[src/design/dlmis_pkg.sv]
// Shared types, constants and helpers for the desire-level MIS node.
package dlmis_pkg;

    localparam int MAX_NODES      = 64;
    localparam int ROUND_BITS_DEF = 16;
    localparam int ID_W           = 6;
    localparam int EXP_W          = 5;
    localparam int MROUND_W       = 16;
    localparam int FRAC_W         = 32;
    localparam int SUM_W          = 39;
    localparam int MASK_W         = 64;
    localparam int FIFO_DEPTH     = 4;
    localparam int PTR_W          = $clog2(FIFO_DEPTH);
    localparam int CNT_W          = $clog2(FIFO_DEPTH + 1);

    localparam logic [EXP_W-1:0]  MAX_EXP   = EXP_W'(30);
    localparam logic [MASK_W-1:0] NODE_MASK = (MAX_NODES >= MASK_W) ? {MASK_W{1'b1}} :
                                              ((MASK_W'(1) << MAX_NODES) - MASK_W'(1));

    localparam int OUT_INSET_BIT = 28;
    localparam int OUT_DONE_BIT  = 29;

    typedef enum logic [2:0] {
        ACT_ROUND     = 3'd0,
        ACT_DESIRE    = 3'd1,
        ACT_MARK      = 3'd2,
        ACT_RX_DESIRE = 3'd3,
        ACT_RX_MARK   = 3'd4,
        ACT_RX_JOIN   = 3'd5,
        ACT_RX_TERM   = 3'd6
    } action_t;

    typedef enum logic [1:0] {
        KIND_DESIRE = 2'd0,
        KIND_MARK   = 2'd1,
        KIND_JOIN   = 2'd2,
        KIND_TERM   = 2'd3
    } msg_kind_t;

    typedef enum logic {
        CFG_OWN_ID   = 1'b0,
        CFG_NBR_MASK = 1'b1
    } cfg_index_t;

    typedef enum logic [1:0] {
        ST_IDLE = 2'b01,
        ST_EXEC = 2'b10
    } state_t;

    typedef struct packed {
        logic                last;
        logic                done_res;
        logic                in_set;
        logic                out_marked;
        logic [EXP_W-1:0]    out_desire_exp;
        logic [MROUND_W-1:0] out_round;
        logic [ID_W-1:0]     from_id;
        msg_kind_t           msg_kind;
    } res_t;

    function automatic logic [FRAC_W-1:0] level_of(input logic [EXP_W-1:0] k);
        return {1'b1, {(FRAC_W-1){1'b0}}} >> k;
    endfunction

endpackage

[src/design/desire_level_mis_node_core.sv]
// Desire-level MIS node: one protocol node with its neighbor level memory.
//
// Usage: actions (timer events and received neighbor messages) enter on the
// s_ stream; s_tuser carries the action code, s_tdata the message fields.
// Broadcasts leave on the m_ stream; m_tuser carries the message kind and
// m_tlast marks the final broadcast caused by one action. Node id and the
// initial neighbor mask are to be written on the cfg_ channel only while
// the node idles, which the node itself does not enforce. Each action has
// a read step, which fetches the neighbor's stored level from the level
// memory as the beat is taken, and an update step (ST_EXEC) that updates
// state, writes the memory back and queues the broadcasts. No new action
// is taken until the update step is done.
// Broadcasts wait in a 4-entry queue; an action beat is taken only while two
// queue slots are free, so a stalled receiver holds off input once the queue
// fills. Actions keep flowing while earlier broadcasts wait.
// Reset clears all node state, the neighbor valid and removed bits and the
// queue; the level memory is not cleared since valid bits guard every read.
module desire_level_mis_node_core #(
    parameter int ROUND_BITS = dlmis_pkg::ROUND_BITS_DEF
) (
    input  logic        aclk,
    input  logic        aresetn,
    input  logic        s_tvalid,
    output logic        s_tready,
    // sender_id[5:0], msg_round[21:6], desire_exp[26:22], sender_marked[27],
    // rand_fraction[59:28], zero pad[63:60]
    input  logic [63:0] s_tdata,
    // action[2:0]
    input  logic [2:0]  s_tuser,
    output logic        m_tvalid,
    input  logic        m_tready,
    // from_id[5:0], out_round[21:6], out_desire_exp[26:22], out_marked[27],
    // in_set[28], done_res[29], zero pad[31:30]
    output logic [31:0] m_tdata,
    // msg_kind[1:0]
    output logic [1:0]  m_tuser,
    output logic        m_tlast,
    input  logic        cfg_valid,
    output logic        cfg_ready,
    input  logic        cfg_index,
    input  logic [63:0] cfg_data
);

    localparam int ID_W   = dlmis_pkg::ID_W;
    localparam int EXP_W  = dlmis_pkg::EXP_W;
    localparam int MR_W   = dlmis_pkg::MROUND_W;
    localparam int FRAC_W = dlmis_pkg::FRAC_W;
    localparam int SUM_W  = dlmis_pkg::SUM_W;
    localparam int MASK_W = dlmis_pkg::MASK_W;
    localparam int PTR_W  = dlmis_pkg::PTR_W;
    localparam int CNT_W  = dlmis_pkg::CNT_W;

    dlmis_pkg::state_t    state_reg, state_next;
    dlmis_pkg::action_t   act_reg;
    logic [ID_W-1:0]      sender_reg;
    logic [MR_W-1:0]      mround_reg;
    logic [EXP_W-1:0]     dexp_reg;
    logic                 smarked_reg;
    logic [FRAC_W-1:0]    rand_reg;
    logic [EXP_W-1:0]     lvl_rd_reg;

    logic [ID_W-1:0]      own_id_reg;
    logic [MASK_W-1:0]    nbr_mask_reg;

    logic [ROUND_BITS-1:0] round_reg, round_next;
    logic [EXP_W-1:0]     exp_reg, exp_next;
    logic                 smark_reg, smark_next;
    logic                 nmark_reg, nmark_next;
    logic                 joined_reg, joined_next;
    logic                 fin_reg, fin_next;
    logic [MASK_W-1:0]    removed_reg, removed_next;
    logic [MASK_W-1:0]    valid_reg, valid_next;
    logic [SUM_W-1:0]     dsum_reg, dsum_next;

    logic [EXP_W-1:0]     level_mem [MASK_W];
    logic                 mem_we;

    dlmis_pkg::res_t      fifo_reg [dlmis_pkg::FIFO_DEPTH];
    logic [PTR_W-1:0]     wr_ptr_reg, wr_ptr_next;
    logic [PTR_W-1:0]     rd_ptr_reg, rd_ptr_next;
    logic [CNT_W-1:0]     cnt_reg, cnt_next;

    logic                 s_accept;
    logic                 m_pop;
    logic                 exec;
    logic [MASK_W-1:0]    active;
    logic                 sender_act;
    logic                 round_ok;
    logic [31:0]          round_ext;
    logic [SUM_W-1:0]     old_lvl;
    logic [SUM_W-1:0]     new_lvl;
    logic                 nm;
    logic [1:0]           n_res;
    dlmis_pkg::msg_kind_t kind0, kind1;
    dlmis_pkg::res_t      res0, res1;
    dlmis_pkg::res_t      head;

    assign cfg_ready = 1'b1;
    assign s_tready  = (state_reg == dlmis_pkg::ST_IDLE) && (cnt_reg <= CNT_W'(2));
    assign s_accept  = s_tvalid && s_tready;
    assign m_tvalid  = (cnt_reg != '0);
    assign m_pop     = m_tvalid && m_tready;
    assign exec      = (state_reg == dlmis_pkg::ST_EXEC);

    assign head    = fifo_reg[rd_ptr_reg];
    assign m_tdata = {2'b00, head.done_res, head.in_set, head.out_marked,
                      head.out_desire_exp, head.out_round, head.from_id};
    assign m_tuser = head.msg_kind;
    assign m_tlast = head.last;

    assign active     = nbr_mask_reg & ~removed_reg & dlmis_pkg::NODE_MASK;
    assign sender_act = active[sender_reg];
    assign round_ext  = 32'(round_reg);
    assign round_ok   = (mround_reg == round_ext[MR_W-1:0]);
    assign old_lvl    = valid_reg[sender_reg] ?
                        SUM_W'(dlmis_pkg::level_of(lvl_rd_reg)) : '0;
    assign new_lvl    = SUM_W'(dlmis_pkg::level_of(dexp_reg));

    always_comb begin
        state_next   = state_reg;
        round_next   = round_reg;
        exp_next     = exp_reg;
        smark_next   = smark_reg;
        nmark_next   = nmark_reg;
        joined_next  = joined_reg;
        fin_next     = fin_reg;
        removed_next = removed_reg;
        valid_next   = valid_reg;
        dsum_next    = dsum_reg;
        mem_we       = 1'b0;
        n_res        = 2'd0;
        kind0        = dlmis_pkg::KIND_DESIRE;
        kind1        = dlmis_pkg::KIND_TERM;
        nm           = nmark_reg | smarked_reg;

        unique case (state_reg)
            dlmis_pkg::ST_IDLE: begin
                if (s_accept) begin
                    state_next = dlmis_pkg::ST_EXEC;
                end
            end
            dlmis_pkg::ST_EXEC: begin
                state_next = dlmis_pkg::ST_IDLE;
            end
            default: begin
                state_next = dlmis_pkg::ST_IDLE;
            end
        endcase

        if (exec && !fin_reg) begin
            unique case (act_reg)
                dlmis_pkg::ACT_ROUND: begin
                    round_next = round_reg + ROUND_BITS'(1);
                    smark_next = 1'b0;
                    nmark_next = 1'b0;
                    if (dsum_reg[SUM_W-1:FRAC_W+1] != '0) begin
                        exp_next = (exp_reg < dlmis_pkg::MAX_EXP) ?
                                   exp_reg + EXP_W'(1) : dlmis_pkg::MAX_EXP;
                    end else if (exp_reg != '0) begin
                        exp_next = exp_reg - EXP_W'(1);
                    end
                    if (active == '0) begin
                        joined_next = 1'b1;
                        fin_next    = 1'b1;
                        n_res       = 2'd2;
                        kind0       = dlmis_pkg::KIND_JOIN;
                    end
                end
                dlmis_pkg::ACT_DESIRE: begin
                    n_res = 2'd1;
                    kind0 = dlmis_pkg::KIND_DESIRE;
                end
                dlmis_pkg::ACT_MARK: begin
                    smark_next = rand_reg < dlmis_pkg::level_of(exp_reg);
                    n_res      = 2'd1;
                    kind0      = dlmis_pkg::KIND_MARK;
                end
                dlmis_pkg::ACT_RX_DESIRE: begin
                    if (round_ok && sender_act) begin
                        mem_we                 = 1'b1;
                        valid_next[sender_reg] = 1'b1;
                        dsum_next              = dsum_reg - old_lvl + new_lvl;
                    end
                end
                dlmis_pkg::ACT_RX_MARK: begin
                    if (round_ok && sender_act) begin
                        nmark_next = nm;
                        if (smark_reg && !nm) begin
                            joined_next = 1'b1;
                            fin_next    = 1'b1;
                            n_res       = 2'd2;
                            kind0       = dlmis_pkg::KIND_JOIN;
                        end
                    end
                end
                dlmis_pkg::ACT_RX_JOIN: begin
                    if (sender_act) begin
                        removed_next[sender_reg] = 1'b1;
                        valid_next[sender_reg]   = 1'b0;
                        dsum_next                = dsum_reg - old_lvl;
                        fin_next                 = 1'b1;
                        n_res                    = 2'd1;
                        kind0                    = dlmis_pkg::KIND_TERM;
                    end
                end
                dlmis_pkg::ACT_RX_TERM: begin
                    if (sender_act) begin
                        removed_next[sender_reg] = 1'b1;
                        valid_next[sender_reg]   = 1'b0;
                        dsum_next                = dsum_reg - old_lvl;
                    end
                end
                default: begin
                end
            endcase
        end

        res0.msg_kind       = kind0;
        res0.from_id        = own_id_reg;
        res0.out_round      = MR_W'(32'(round_next));
        res0.out_desire_exp = exp_next;
        res0.out_marked     = smark_next;
        res0.in_set         = joined_next;
        res0.done_res       = (kind0 == dlmis_pkg::KIND_TERM);
        res0.last           = (n_res == 2'd1);
        res1                = res0;
        res1.msg_kind       = kind1;
        res1.done_res       = 1'b1;
        res1.last           = 1'b1;

        wr_ptr_next = wr_ptr_reg + PTR_W'(n_res);
        rd_ptr_next = rd_ptr_reg + PTR_W'(m_pop);
        cnt_next    = cnt_reg + CNT_W'(n_res) - CNT_W'(m_pop);
    end

    always_ff @(posedge aclk) begin
        if (s_accept) begin
            lvl_rd_reg <= level_mem[s_tdata[5:0]];
        end
        if (mem_we) begin
            level_mem[sender_reg] <= dexp_reg;
        end
    end

    always_ff @(posedge aclk) begin
        if (s_accept) begin
            act_reg     <= dlmis_pkg::action_t'(s_tuser);
            sender_reg  <= s_tdata[5:0];
            mround_reg  <= s_tdata[21:6];
            dexp_reg    <= s_tdata[26:22];
            smarked_reg <= s_tdata[27];
            rand_reg    <= s_tdata[59:28];
        end
        if (n_res != 2'd0) begin
            fifo_reg[wr_ptr_reg] <= res0;
        end
        if (n_res == 2'd2) begin
            fifo_reg[wr_ptr_reg + PTR_W'(1)] <= res1;
        end
    end

    always_ff @(posedge aclk) begin
        if (!aresetn) begin
            state_reg    <= dlmis_pkg::ST_IDLE;
            own_id_reg   <= '0;
            nbr_mask_reg <= '0;
            round_reg    <= '0;
            exp_reg      <= '0;
            smark_reg    <= 1'b0;
            nmark_reg    <= 1'b0;
            joined_reg   <= 1'b0;
            fin_reg      <= 1'b0;
            removed_reg  <= '0;
            valid_reg    <= '0;
            dsum_reg     <= '0;
            wr_ptr_reg   <= '0;
            rd_ptr_reg   <= '0;
            cnt_reg      <= '0;
        end else begin
            state_reg   <= state_next;
            round_reg   <= round_next;
            exp_reg     <= exp_next;
            smark_reg   <= smark_next;
            nmark_reg   <= nmark_next;
            joined_reg  <= joined_next;
            fin_reg     <= fin_next;
            removed_reg <= removed_next;
            valid_reg   <= valid_next;
            dsum_reg    <= dsum_next;
            wr_ptr_reg  <= wr_ptr_next;
            rd_ptr_reg  <= rd_ptr_next;
            cnt_reg     <= cnt_next;
            if (cfg_valid && cfg_ready) begin
                unique case (dlmis_pkg::cfg_index_t'(cfg_index))
                    dlmis_pkg::CFG_OWN_ID:   own_id_reg   <= cfg_data[ID_W-1:0];
                    dlmis_pkg::CFG_NBR_MASK: nbr_mask_reg <= cfg_data;
                    default: begin
                    end
                endcase
            end
        end
    end

endmodule

[config.mk]
export PLATFORM = sky130hd
export DESIGN_NAME = desire_level_mis_node_core
export DESIGN_NICKNAME = d
export VERILOG_FILES = /design/src/design/dlmis_pkg.sv /design/src/design/desire_level_mis_node_core.sv
export SDC_FILE = /design/constraint.sdc
export NUM_CORES = 1
export LEC_CHECK = 0
export ABC_AREA = 1
export BUFFER_PORTS_ARGS = -buffer_cell sky130_fd_sc_hd__buf_2
export CORE_ASPECT_RATIO = 1.25
export CORE_MARGIN = 8
export CORE_UTILIZATION = 35
export CTS_CLUSTER_DIAMETER = 150
export DETAILED_ROUTE_END_ITERATION = 16
export SETUP_SLACK_MARGIN = 0.3
export SLEW_MARGIN = 20
export SYNTH_ARGS = -nofsm -noshare
export SYNTH_HDL_FRONTEND = slang
export SYNTH_SLANG_ARGS = --single-unit
[constraint.sdc]
create_clock -name aclk -period 5.22 [get_ports aclk]
set_input_delay 0.783 -clock aclk [delete_from_list [all_inputs] [get_ports aclk]]
set_output_delay 0.783 -clock aclk [all_outputs]
set_load 0.005 [all_outputs]
Word level (Yosys, flattened, before mapping). Memory sizes are Yosys's and may differ from the RTL's. A register that Yosys moved wholly into a read port is not among the register bits. Cells that the tools add are included.

RAM bits: 452. Bits in latches: 0. Register bits: 334. Bits of input ports: 137. Output and inout bits: 38. ROM bits: 0. Memories: 2.

Memories: level_mem (words 64, width 5, read ports 1, clocked after Yosys merged registers in 1, write ports 1, RTL line desire_level_mis_node_core.sv:75) `logic [EXP_W-1:0] level_mem [MASK_W];`; fifo_reg (words 4, width 33, read ports 1, clocked after Yosys merged registers in 1, write ports 2, RTL line desire_level_mis_node_core.sv:78) `dlmis_pkg::res_t fifo_reg [dlmis_pkg::FIFO_DEPTH];`.

Muxes and demuxes: 53. Equal/unequal tests: 18. Multipliers: 0. Bitwise logic cells: 8. Shift-type cells: 3. Div/mod/pow operators: 0. Order comparisons: 5. Reductions and logical operators: 27. Add/subtract/negate cells: 10.

Operators with widths (number): 64-bit AND (2); 64-bit two-way mux (2); 64-bit NOT (2); 64-bit bitwise OR (2); 64-bit case mux with 2 select lines (1); 32-bit by 5-bit >> shifter with 32-bit output (first input constant) (3); 39-bit two-way mux (2); 39-bit case mux with 2 select lines (1); 64-bit zero test (1); 39-bit by 32-bit adder with 39-bit output (1); 39-bit by 32-bit subtractor with 39-bit output (1); 32-bit less-than comparator (1); 16-bit two-way mux (2); 32-bit two-way mux (1); 5-bit two-way mux (5); 1-bit two-way mux (23); 16-bit by 1-bit adder with 16-bit output (second input constant) (1); 16-bit equality test (1); 2-bit case mux with 4 select lines (2); 2-bit two-way mux (7); 1-bit binary-select mux with 6-bit select (2); 2-bit != test (second input constant) (5); 3-bit equality test (second input constant) (3); 1-bit logical AND (7); 32 further kinds (46).

Longest topological paths before layout.
Word-level depth: 11. Gate-level depth with buffers: 42. Mapped depth without buffers: 42.

Worst setup path after synthesis. OpenSTA, ideal clock, no wires.

Kind: reg-to-reg. Start: register sender_reg[2]. End: register dsum_reg[33]. Path slack: -87 ps. Stages on the path, launching flop included: 40. Clock period less this slack: 5307 ps. Library setup time: 117 ps. Arrival: 5190 ps. Cell sequence: edfxtp_1 inv_1 nor2_1 nand2_1 buf_2 buf_1 o21ai_0 o41ai_1 nand2_1 nor2_1 nand2_1 nand2_1 clkinv_1 nand2_1 inv_1 fa_1 inv_1 nand3_1 [... 4 more ...] o21ai_0 nand3_1 nand3_1 xor2_1 inv_1 ha_1 inv_1 o21ai_0 a221oi_1 o21ai_0 a21oi_1 nand2_1 nand2_1 nand2_1 nand2_1 o21ai_0 a21oi_1 nor2_1.

Word-level cells in the longest chain between the ends: 7. Elaborated cells on any way between the ends: 14. Classes of those cells: add/sub (2); eq/ne (2); mux (8); reduce/logical (2).

RTL lines: from (decl) (RTL line desire_level_mis_node_core.sv:55) `logic [ID_W-1:0] sender_reg;`; from (signal assigned) (RTL line desire_level_mis_node_core.sv:248) `sender_reg <= s_tdata[5:0];`; 1-bit binary-select mux with 6-bit select (RTL line desire_level_mis_node_core.sv:115) `assign old_lvl = valid_reg[sender_reg] ?`; 1-bit two-way mux (not written as such) (RTL line desire_level_mis_node_core.sv:115); 32-bit two-way mux (RTL line desire_level_mis_node_core.sv:115); 39-bit by 32-bit subtractor with 39-bit output (RTL line desire_level_mis_node_core.sv:182, desire_level_mis_node_core.sv:200, desire_level_mis_node_core.sv:210); 39-bit by 32-bit adder with 39-bit output (RTL line desire_level_mis_node_core.sv:182) `dsum_next = dsum_reg - old_lvl + new_lvl;`; 39-bit two-way mux (RTL line desire_level_mis_node_core.sv:179) `if (round_ok && sender_act) begin`; 39-bit case mux with 2 select lines (RTL line desire_level_mis_node_core.sv:151) `unique case (act_reg)`; to (signal assigned) (RTL line desire_level_mis_node_core.sv:289) `dsum_reg <= dsum_next;`; to (decl) (RTL line desire_level_mis_node_core.sv:73) `logic [SUM_W-1:0] dsum_reg, dsum_next;`.

Parallel ways exist; a longest one is shown, timed or not. The select of a mux whose other input is x is not followed. A chain may end at the register's enable or synchronous reset.

Final worst setup path.
Start: register sender_reg[1]. End: register dsum_reg[33].

Same word-level chain as after synthesis.

==> load_flow_metrics.sql <==
INSERT INTO impl_metrics (metric_group, metric, value, unit) VALUES
('outcome', 'status', 'complete, but fails checks', ''),
('route', 'wirelength', '123000', 'µm'),
('timing', 'slew_violations', '0', ''),
('route', 'dr.first_iter.drc_count', '2747', ''),
('synthesis', 'gate_count_post_synth', '4471', ''),
('layout', 'fill_cells', '10400', ''),
('route', 'viasPerCell', '5.21', ''),
('layout', 'final_net_count', '5238', ''),
('synthesis', 'post_synth_num_cell_types', '52', ''),
('global_routing', 'grt_start_max_net_pins', '162', ''),
('setup_path', 'path_max_fanout', '6', ''),
('route', 'dr_total_vias', '33900', ''),
('clock_network', 'clock_tree_from_tritoncts', 'yes', ''),
('layout', 'area_growth_syn_to_layout', '28.6', '%'),
('power_and_ir_drop', 'cellLeakagePower', '18.8', 'nW'),
('floorplanning', 'floorplan.core_area', '110000', 'µm²'),
('floorplanning', 'die_height', '388', 'µm'),
('setup_path', 'critical_path.startpoint_type', 'flop', ''),
('synthesis', 'synth-warning-count', '0', ''),
('clock_network', 'clockRootBuffer', 'sky130_fd_sc_hd__clkbuf_16', ''),
('floorplanning', 'initial_core_util', '0.353', ''),
('timing', 'report.final.hold_viol_count', '0', ''),
('timing', 'post-route-worst-setup-slack', '-0.292', 'ns'),
('synthesis', 'ys_ff_latch', '791', ''),
('hold_path', 'worstHoldStart', 's_tdata[27]', ''),
('timing', 'timing_worst_slew_pin_value', '1.10', 'ns'),
('route', 'detail-route-antenna-nets', '0', ''),
('setup_path', 'critical_path.reg2reg.endpoint', 'dsum_reg[33]', ''),
('timing', 'grt_setup_unrepaired', 'yes', ''),
('outcome', 'violations', 'negative setup slack', ''),
('setup_path', 'cp_slowest_stage_delay', '0.45', 'ns'),
('route', 'route.detailed.drc', '0', ''),
('clock_network', 'clockBufferDepth', '3', ''),
('timing', 'setup-violations-final', '23', ''),
('layout', 'multi_input_gate_area_in_the_final_layout', '17800', 'µm²'),
('power_and_ir_drop', 'total_power', '0.0163', 'W'),
('job', 'max_capacitance_violation_count', '0', ''),
('route', 'dr.pass1.iters', '6', ''),
('clock_network', 'clk-insertion-delay-late', '0.65', 'ns'),
('synthesis', 'synthDominantCellAreaShare', '0.391', ''),
('global_routing', 'grt_antenna_before_repair', '15', ''),
('timing', 'period_share', '1.06', ''),
('timing', 'finClkSkew', '0.0264', 'ns'),
('synthesis', 'post_synth_most_frequent_cells', 'sky130_fd_sc_hd__nand2_1 (669), sky130_fd_sc_hd__nor2_1 (669), sky130_fd_sc_hd__edfxtp_1 (504)', ''),
('setup_path', 'setup.reg_to_reg.worst_slack', '-0.29', 'ns'),
('synthesis', 'ys_top_cells_by_area', 'sky130_fd_sc_hd__edfxtp_1 (39%), sky130_fd_sc_hd__dfxtp_1 (15%), sky130_fd_sc_hd__nand2_1 (6.5%), sky130_fd_sc_hd__nor2_1 (6.5%), sky130_fd_sc_hd__o21ai_0 (6.2%)', ''),
('layout', 'largest_register_ffs', '320', ''),
('setup_path', 'worst_setup_path_type', 'reg -> reg', ''),
('placement', 'place_worst_setup_slack', '-0.791', 'ns'),
('hold_path', 'min-delay-path-class', 'in -> reg', ''),
('timing', 'fin_crit', '5.51', 'ns'),
('clock_network', 'clock_pin_slew_of_the_registers_on_the_worst_case_setup_and_hold_paths', '0.07', 'ns'),
('layout', 'sequential_cell_area', '20900', 'µm²'),
('setup_path', 'critPathRequiredTime', '5.76', 'ns'),
('synthesis', 'yosysTopAreaCell', 'sky130_fd_sc_hd__edfxtp_1', ''),
('synthesis', 'synth_area', '38700', 'µm²'),
('layout', 'final_layout_size_suffix_gt1_frac', '0.237', ''),
('clock_network', 'numCtsBuffers', '81', ''),
('synthesis', 'synth_ff_type', 'sky130_fd_sc_hd__edfxtp_1', ''),
('global_routing', 'first_global_vias', '33500', ''),
('clock_network', 'clock_sink_count', '791', ''),
('floorplanning', 'dieArea', '122000', 'µm²'),
('floorplanning', 'io_pins', '175', ''),
('timing', 'final.hold.worst_slack', '0.308', 'ns'),
('synthesis', 'async_reset_ff_frac', '0', ''),
('setup_path', 'worst_setup_path_endpoint', 'dsum_reg[33]', ''),
('placement', 'place.gp.congestion', '0.901', ''),
('route', 'wl_per_instance', '18.9', 'µm'),
('setup_path', 'cpMaxStageDelayCell', 'sky130_fd_sc_hd__edfxtp_1', ''),
('timing', 'fmax', '0.181', 'GHz'),
('clock_network', 'hold_buffers', '0', '');
layout by cell type (no fill, tap or decap), types with 11 or more instances in the layout:
| cell | Yosys | routed |
|---|---|---|
| sky130_fd_sc_hd__ha_1 | 112 | 66 |
| sky130_fd_sc_hd__nor2_2 | 0 | 15 |
| sky130_fd_sc_hd__buf_6 | 1 | 36 |
| sky130_fd_sc_hd__xnor2_1 | 29 | 17 |
| sky130_fd_sc_hd__o21ai_0 | 480 | 440 |
| sky130_fd_sc_hd__o22ai_1 | 159 | 149 |
| sky130_fd_sc_hd__nand2_1 | 669 | 575 |
| sky130_fd_sc_hd__xor2_1 | 51 | 39 |
| sky130_fd_sc_hd__o21ai_2 | 0 | 12 |
| sky130_fd_sc_hd__nand2_2 | 8 | 74 |
| sky130_fd_sc_hd__buf_12 | 0 | 11 |
| sky130_fd_sc_hd__clkbuf_1 | 195 | 15 |
| sky130_fd_sc_hd__a21oi_1 | 399 | 350 |
| sky130_fd_sc_hd__nor2_4 | 0 | 24 |
| sky130_fd_sc_hd__nand2_4 | 1 | 28 |
| sky130_fd_sc_hd__buf_2 | 41 | 165 |
| sky130_fd_sc_hd__nand4_1 | 47 | 47 |
| sky130_fd_sc_hd__clkinv_2 | 0 | 13 |
| sky130_fd_sc_hd__clkbuf_16 | 0 | 84 |
| sky130_fd_sc_hd__bufinv_16 | 0 | 11 |
| sky130_fd_sc_hd__a21oi_2 | 0 | 35 |
| sky130_fd_sc_hd__nand3_1 | 154 | 127 |
| sky130_fd_sc_hd__dfxtp_1 | 287 | 286 |
| sky130_fd_sc_hd__edfxtp_1 | 504 | 504 |
| sky130_fd_sc_hd__clkinv_1 | 4 | 14 |
| sky130_fd_sc_hd__nor4_1 | 13 | 12 |
| sky130_fd_sc_hd__inv_2 | 5 | 21 |
| sky130_fd_sc_hd__ha_4 | 0 | 43 |
| sky130_fd_sc_hd__a31oi_4 | 0 | 12 |
| sky130_fd_sc_hd__nor2_1 | 669 | 630 |
| sky130_fd_sc_hd__nand3_4 | 0 | 11 |
| sky130_fd_sc_hd__nand3_2 | 1 | 17 |
| sky130_fd_sc_hd__o21ai_1 | 16 | 39 |
| sky130_fd_sc_hd__nor3_1 | 114 | 113 |
| sky130_fd_sc_hd__buf_4 | 4 | 466 |
| sky130_fd_sc_hd__a21oi_4 | 0 | 14 |
| sky130_fd_sc_hd__inv_1 | 374 | 349 |
logic make-up after synthesis:
| logic type | after synthesis | share of synthesized area |
|---|---|---|
| AOI/OAI and AO/OA | 1149 | 0.161 |
| adders and majority gates | 115 | 0.0378 |
| xor gates and xnor gates | 80 | 0.0181 |
| other | 2 | 0.000194 |
| and+or+nand+nor | 1704 | 0.181 |
| buffers and inverters | 630 | 0.0630 |
| DFF | 791 | 0.540 |
layout make-up:
class                      count  area share
antenna                       10    0.000503
clock buffer                 107      0.0456
clock inverter                42      0.0110
inverter                     383      0.0293
multi-input combinational   3051       0.358
sequential                   791       0.420
tap                         1449      0.0364
timing repair buffer         678      0.0994
metrics by stage:
stage          instances  utilization  cell area (µm²)  setup TNS, ns
5_1_grt             6508        0.453            49800          -8.67
3_5_place_dp        6270        0.398            43700         -15.37
3_3_place_gp        6270        0.398            43700         -13.31
6_report            6511        0.453            49800          -2.73
2_1_floorplan       4472            -            38800              0
4_1_cts             6465        0.439            48200         -0.511
what timing repair did:
action	in CTS	in global routing
pin swaps	111	93
setup buffers	46	36
endpoints found under the setup margin	33	33
resized for setup	302	249
power breakdown:
part	leakage (nW)	internal (W)	switching, W	total, W
Sequential	7.02	0.00693	0.000123	0.00705
Combinational	10.4	0.00112	0.00200	0.00312
Clock	1.37	0.00362	0.00250	0.00613
worst min path at each step:
stage / slack, ns / end / cells past startpoint
final: 0.31 / smarked_reg / 1
after detailed placement: 0.44 / removed_reg[8] / 2
after global routing: 0.29 / smarked_reg / 1
after CTS: 0.27 / act_reg[2] / 1
after floorplan: 0.42 / fifo_reg[1][0] / 2
after global placement: 0.44 / nmark_reg / 2
worst max-delay path, delay by kind of cell, from the launching register on:
kind	cells	cell delay, ns
adders and majority gates	3	0.84
DFF	1	0.45
buffers and inverters	9	1.10
AOI/OAI and AO/OA	5	0.76
xor gates and xnor gates	1	0.27
and+or+nand+nor	19	1.94
layer usage:
metal  routed length, µm  vias up  global-route usage
li1                    -    16400                   -
met5                  34        -                   0
met4                5420        6              0.0876
met3                6300      283              0.0253
met1               49000    16200               0.227
met2               62500     1012               0.346
Power figures use the tool's default switching activity.
